===== src/design/apab_pkg.sv =====
package apab_pkg;

    localparam int CHAN_W   = 8;
    localparam int NUM_CHAN = 3;
    localparam int QUOT_W   = 8;
    localparam int PIPE_LAT = QUOT_W + 3;

    localparam logic [CHAN_W-1:0] CHAN_MAX = 8'hff;

    typedef enum logic [1:0] {
        OP_SRC_OVER  = 2'd0,
        OP_MASK_OVER = 2'd1,
        OP_MASK_KEEP = 2'd2,
        OP_NONE      = 2'd3
    } t_op;

    typedef struct packed {
        logic              mask_over;
        logic              we;
        logic [CHAN_W-1:0] alpha;
    } t_ctl;

    // exact floor(x / 255) for x up to 65279
    function automatic logic [CHAN_W-1:0] div255(input logic [15:0] x);
        logic [16:0] t;
        t = {1'b0, x} + 17'(x >> 8) + 17'd1;
        return t[15:8];
    endfunction

    function automatic logic [CHAN_W-1:0] sat8(input logic [CHAN_W:0] v);
        return v[CHAN_W] ? CHAN_MAX : v[CHAN_W-1:0];
    endfunction

endpackage


===== src/design/apab_div.sv =====
module apab_div #(
    parameter int LANES  = 3,
    parameter int NUM_W  = 24,
    parameter int DEN_W  = 16,
    parameter int SIDE_W = 8
) (
    input  logic                                  i_clk,
    input  logic                                  i_rst_n,
    input  logic                                  i_valid,
    input  logic [LANES*NUM_W-1:0]                i_num,
    input  logic [DEN_W-1:0]                      i_den,
    input  logic [SIDE_W-1:0]                     i_side,
    output logic                                  o_valid,
    output logic [LANES*apab_pkg::QUOT_W-1:0]     o_quot,
    output logic [SIDE_W-1:0]                     o_side
);
    import apab_pkg::*;

    localparam int W = (NUM_W > DEN_W + QUOT_W) ? NUM_W : DEN_W + QUOT_W;

    logic [W-1:0]      r_rem  [QUOT_W][LANES];
    logic [QUOT_W-1:0] r_quot [QUOT_W][LANES];
    logic [DEN_W-1:0]  r_den  [QUOT_W];
    logic [SIDE_W-1:0] r_side [QUOT_W];
    logic [QUOT_W-1:0] r_valid;

    // one quotient bit per stage, msb first
    for (genvar s = 0; s < QUOT_W; s++) begin : g_stage
        logic [W-1:0]      rem_in  [LANES];
        logic [QUOT_W-1:0] quot_in [LANES];
        logic [DEN_W-1:0]  den_in;
        logic [SIDE_W-1:0] side_in;
        logic              valid_in;
        logic [W-1:0]      shd;
        logic [W-1:0]      n_rem   [LANES];
        logic [QUOT_W-1:0] n_quot  [LANES];

        if (s == 0) begin : g_first
            always_comb begin
                for (int l = 0; l < LANES; l++) begin
                    rem_in[l]  = W'(i_num[l*NUM_W +: NUM_W]);
                    quot_in[l] = '0;
                end
            end
            assign den_in   = i_den;
            assign side_in  = i_side;
            assign valid_in = i_valid;
        end else begin : g_next
            assign rem_in   = r_rem[s-1];
            assign quot_in  = r_quot[s-1];
            assign den_in   = r_den[s-1];
            assign side_in  = r_side[s-1];
            assign valid_in = r_valid[s-1];
        end

        assign shd = W'(den_in) << (QUOT_W - 1 - s);

        always_comb begin
            for (int l = 0; l < LANES; l++) begin
                n_quot[l] = quot_in[l];
                if (rem_in[l] >= shd) begin
                    n_rem[l] = rem_in[l] - shd;
                    n_quot[l][QUOT_W-1-s] = 1'b1;
                end else begin
                    n_rem[l] = rem_in[l];
                end
            end
        end

        always_ff @(posedge i_clk) begin
            if (!i_rst_n) begin
                r_valid[s] <= 1'b0;
            end else begin
                r_valid[s] <= valid_in;
            end
        end

        always_ff @(posedge i_clk) begin
            r_rem[s]  <= n_rem;
            r_quot[s] <= n_quot;
            r_den[s]  <= den_in;
            r_side[s] <= side_in;
        end
    end

    always_comb begin
        for (int l = 0; l < LANES; l++) begin
            o_quot[l*QUOT_W +: QUOT_W] = r_quot[QUOT_W-1][l];
        end
    end

    assign o_valid = r_valid[QUOT_W-1];
    assign o_side  = r_side[QUOT_W-1];

endmodule


===== config.mk =====
export PLATFORM = sky130hd
export DESIGN_NAME = apab_div
export DESIGN_NICKNAME = d
export VERILOG_FILES = /design/src/design/apab_pkg.sv /design/src/design/apab_div.sv
export SDC_FILE = /design/constraint.sdc
export NUM_CORES = 2
export LEC_CHECK = 0
export BUFFER_PORTS_ARGS = -buffer_cell sky130_fd_sc_hd__buf_2
export CELL_PAD_IN_SITES_DETAIL_PLACEMENT = 1
export CELL_PAD_IN_SITES_GLOBAL_PLACEMENT = 1
export CORE_ASPECT_RATIO = 2
export CORE_MARGIN = 3
export CORE_UTILIZATION = 53
export DETAILED_ROUTE_END_ITERATION = 16
export PLACE_DENSITY_LB_ADDON = 0.1
export SYNTH_ARGS = -nofsm -noshare
export SYNTH_HDL_FRONTEND = slang
export SYNTH_SLANG_ARGS = --single-unit

===== constraint.sdc =====
create_clock -name i_clk -period 4.8 [get_ports i_clk]
set_input_delay 0.48 -clock i_clk [delete_from_list [all_inputs] [get_ports i_clk]]
set_output_delay 0.48 -clock i_clk [all_outputs]
set_load 0.02 [all_outputs]

Word-level counts from Yosys, hierarchy flattened:

Memory sizes are Yosys's and may differ from the RTL's.
Index checks and enable logic that the tools add are counted.

* register bits after elaboration: 8
* memory bits (writable): 960
* input port bits: 99
* output and inout port bits: 33
* word-level logic and storage cells: 108
* memories: 4

Memory list
* r_rem: depth 8, width 72, read ports 7, clocked after memory_dff 0, write ports 8, line apab_div.sv:21 `logic [W-1:0] r_rem [QUOT_W][LANES];`
* r_quot: depth 8, width 24, read ports 8, clocked after memory_dff 0, write ports 8, line apab_div.sv:22 `logic [QUOT_W-1:0] r_quot [QUOT_W][LANES];`
* r_den: depth 8, width 16, read ports 7, clocked after memory_dff 0, write ports 8, line apab_div.sv:23 `logic [DEN_W-1:0] r_den [QUOT_W];`
* r_side: depth 8, width 8, read ports 8, clocked after memory_dff 0, write ports 8, line apab_div.sv:24 `logic [SIDE_W-1:0] r_side [QUOT_W];`

* add/subtract/negate cells: 24
* order comparisons: 24
* muxes and demuxes: 48

Operator list (count)
* $mux 24: 24
* $ge 24x16->1: 3
* $ge 24x17->1: 3
* $ge 24x18->1: 3
* $ge 24x19->1: 3
* $ge 24x20->1: 3
* $ge 24x21->1: 3
* $ge 24x22->1: 3
* $ge 24x23->1: 3
* $sub 24x16->24: 3
* $sub 24x17->24: 3
* $sub 24x18->24: 3
* $sub 24x19->24: 3
* $sub 24x20->24: 3
* $sub 24x21->24: 3
* $sub 24x22->24: 3
* $sub 24x23->24: 3
* $mux 1: 24

Depth between registers and ports, before layout:

An unclocked memory read counts as a cell.

* depth in word-level cells: 3
* mapped depth: 14
* gate-level depth less buffers: 12

Least setup slack after synthesis:

Ideal clock, no wire load.

* kind: input to register
* start: input i_den[2]
* end: memory r_rem[0][64] (netlist name)
* setup time: 121 ps
* data arrival time: 2788 ps
* required time: 4679 ps
* path slack: 1890 ps
* stages: 11
* path buffers: 1
* cell sequence: inv_1 -> ha_1 -> a211oi_2 -> o21ai_1 -> o221ai_2 -> o21ai_2 -> or4_4 -> a31oi_4 -> o21ai_4 -> buf_6 -> mux2_4

RTL lines
* start, declared: line apab_div.sv:11 `input logic [DEN_W-1:0] i_den,`
* end, declared: line apab_div.sv:21

==> flow_summary.toml <==
[outcome]
status = "complete, no violations"

[clock_tree]
cts_root_buffer = "clkbuf_16"
clock_sinks = 796
htreeDepth = 3
clk_pin_slew_ns = 0.06
post_cts_resized = 0
cts_buffers = 73
cts_setup_buffers = 0
cts_tree = "built"
clk_latency_ns = 0.65
clockBufferDepth = 3

[cells_and_area]
nNetsFinal = 4857
multiInputGateArea_mm2 = 0.02161
drive_gt1_share_pct = 7.621
final_common_cell = "dfxtp_1"
area.sequential_mm2 = 0.01594
areaGrowthSynthToFinish_pct = 11.79
fill_cells = 8287
mostFrequentLayoutCells = "dfxtp_1, ha_1, a21oi_1"
instances_no_fill = 5328

[min_path]
worstHoldPathType = "in -> reg"
hp-start = "i_num[38]"

[drt]
vias = 30940
drtIter0Drc = 865
ant_nets = 0
routed_wl_um = 120300
drt_first_pass_iters = 5
drc = 0
wire_per_inst_um = 22.58
vias_per_cell = 5.806

[worst_setup_path]
cp_slowest_cell = "nor4_1"
startpoint_type = "register"
path_cells = "inv_1, ha_1, nand2_1, nor4_1, a221oi_1, o22ai_1, nor2_2, buf_4, a2111oi_0, xor2_1"
critPathTopFamily = "compound AO/OA/AOI/OAI gates"
end_kind = "register"
cp.arrival_ns = 4.10
crit_type = "reg -> reg"
path_max_fanout = 30
cp_num_buf_inv = 2
required_ns = 5.31
critPathMaxStageDelay_ns = 0.70
r2r_start = "r_den[0][8]$_DFF_P_"
crit_start = "r_den[0][8]$_DFF_P_"

[timing]
finClkSkew_ns = 0.01741
post-route-period-util_pct = 74.70
setup_violations = 0
fmax_ghz = 0.2789
slew_violations = 0
timing.slew.headroom_pct = 19.88
fin_setup_tns_ns = 0
tightestPinTransition_ns = 1.202
rsz0062_at_grt = "false"
worst_hold_slack_ns = 0.06188
period_needed_ns = 3.586
final_hold_viol_count = 0

[synthesis]
async_flop_share_pct = 0
synth_edf_count = 0
ys_types = 93
syn_nets = 4668
yosysWarnings = 0
syn_inst = 4164
syn_avg_cell_area_um2 = 9.304
ys_ff_latch = 796
yosysSeqAreaShare_pct = 41.13
netlist_area_mm2 = 0.03874
synth_top_flop_cell = "dfxtp_1"

[power_and_ir_drop]
p_leak_uw = 0.01898
powerDensity_mw_per_mm2 = 680.4
vdd_ir_drop_max_mv = 0.3131

[job]
max_cap_viol_count = 0

[placement]
port-buffer-count = 131
dp_hpwl_um = 98050
place_congestion = 1.017
placed_cells = 5150

[grt]
antenna_found_initial = 2
grt_pass1_wl_um = 185800
first_global_vias = 34030
grt_util_all_layers_pct = 31.44
overflow = 0
grt_max_degree = 36

[floorplanning]
core_mm2 = 0.07218
die_w_um = 197.2
row_count = 139
start_util_pct = 53.68
dieArea_mm2 = 0.07657
die_h_um = 388.4
num_io_pins = 132
-- sequential cells by signal, summed over array words and instances, names as in the netlist --
signal,flops
r_side,64
r_den,112
r_quot,108
g_stage.valid_in,7
r_rem,504
o_valid,1
-- worst min-delay path: cells and delay by family --
| kind | cells | cell delay (ns) |
|---|---|---|
| AO/OA/AOI/OAI | 1 | 0.06 |
| AND/OR/NAND/NOR | 1 | 0.05 |
| buffers and inverters | 1 | 0.10 |
-- report_power, final --
group          switching, uW  internal, uW  leakage (uW)
Combinational           7590          5840        0.0111
Sequential              1360          8790       0.00669
Clock                   2570          3320       0.00119
Total                  11500         18000        0.0190
-- cell usage after synthesis, types with 11 or more instances --
cell type	n	area, um^2
nand2_1	309	1160
inv_1	239	897.1
o21bai_1	28	210.2
nor3_1	93	465.5
o21ai_0	147	735.7
buf_2	11	55.05
a211o_1	12	105.1
o21ai_1	153	765.7
xor2_1	145	1270
a21oi_1	339	1697
nand4_1	41	256.5
nor2b_1	42	262.8
nand2b_1	51	319.1
a2111oi_0	12	105.1
and2_1	15	93.84
o31a_1	22	192.7
mux2_2	18	202.7
or3_1	29	181.4
ha_1	384	4805
and3_1	16	100.1
dfxtp_1	796	15940
o21a_1	62	465.5
clkbuf_1	56	210.2
a21o_1	122	915.9
fa_1	21	420.4
a211oi_1	40	300.3
or4_1	23	172.7
o211ai_1	32	240.2
nor4_1	40	250.2
o31ai_1	23	172.7
nor2_1	302	1134
xnor2_1	174	1524
mux2_1	70	788.3
nor3b_1	12	90.09
nand3_1	61	305.3
a31oi_1	18	112.6
-- cells by family (layout without fill, tap and decap cells) --
group                      Yosys count  in the layout  share of synthesized area, %
AOI/OAI and AO/OA                 1120           1120                         18.21
and+or+nand+nor                   1093           1093                         13.64
DFF                                796            796                         41.13
adders and majority gates          405            405                         13.49
buffers and inverters              326            571                         3.226
xor gates and xnor gates           319            319                         7.212
muxes                              105            105                         3.088
other                                0              3                             0
-- path summary, 6_finish.rpt --
check / endpoint / slack [ns] / depth (start not counted)
max: r_rem[1][23]$_DFF_P_ / 1.21 / 10
min: r_rem[0][38]$_DFF_P_ / 0.06 / 3
max reg2reg: r_rem[1][23]$_DFF_P_ / 1.21 / 10
min reg2reg: r_side[1][27]$_DFF_P_ / 0.32 / 0
-- final cells by class --
cell class,count,area share (%)
multi-input combinational,3042,49.91
sequential,796,36.80
clock buffer,93,4.698
timing repair buffer,191,2.808
tap,916,2.646
inverter,249,2.158
clock inverter,38,0.9707
antenna,3,0.01733
-- repair_timing --
item / CTS / global route
hold endpoints to repair: 44 / 0
hold buffers: 44 / 0
endpoints found under the setup margin: 0 / 0
-- per-stage QoR --
stage / setup WS [ns] / cell area, um^2 / total power [uW] / util, %
after floorplan: 1.890 / 38740 / 20000 / -
after global placement: 1.279 / 40410 / 22870 / 55.98
after detailed placement: 1.184 / 40410 / 23440 / 55.98
after CTS: 1.263 / 43300 / 29580 / 59.99
after global routing: 0.9931 / 43310 / 31690 / 60.00
final: 1.214 / 43310 / 29470 / 60.00
-- per-layer routing --
| layer | global-route usage (%) | routed length, um |
|---|---|---|
| met4 | 34.39 | 16650 |
| met2 | 59.82 | 63840 |
| met3 | 3.755 | 2672 |
| met1 | 25.81 | 37140 |
| met5 | 0 | 0 |
No activity file was read; power rests on OpenSTA's default activity.
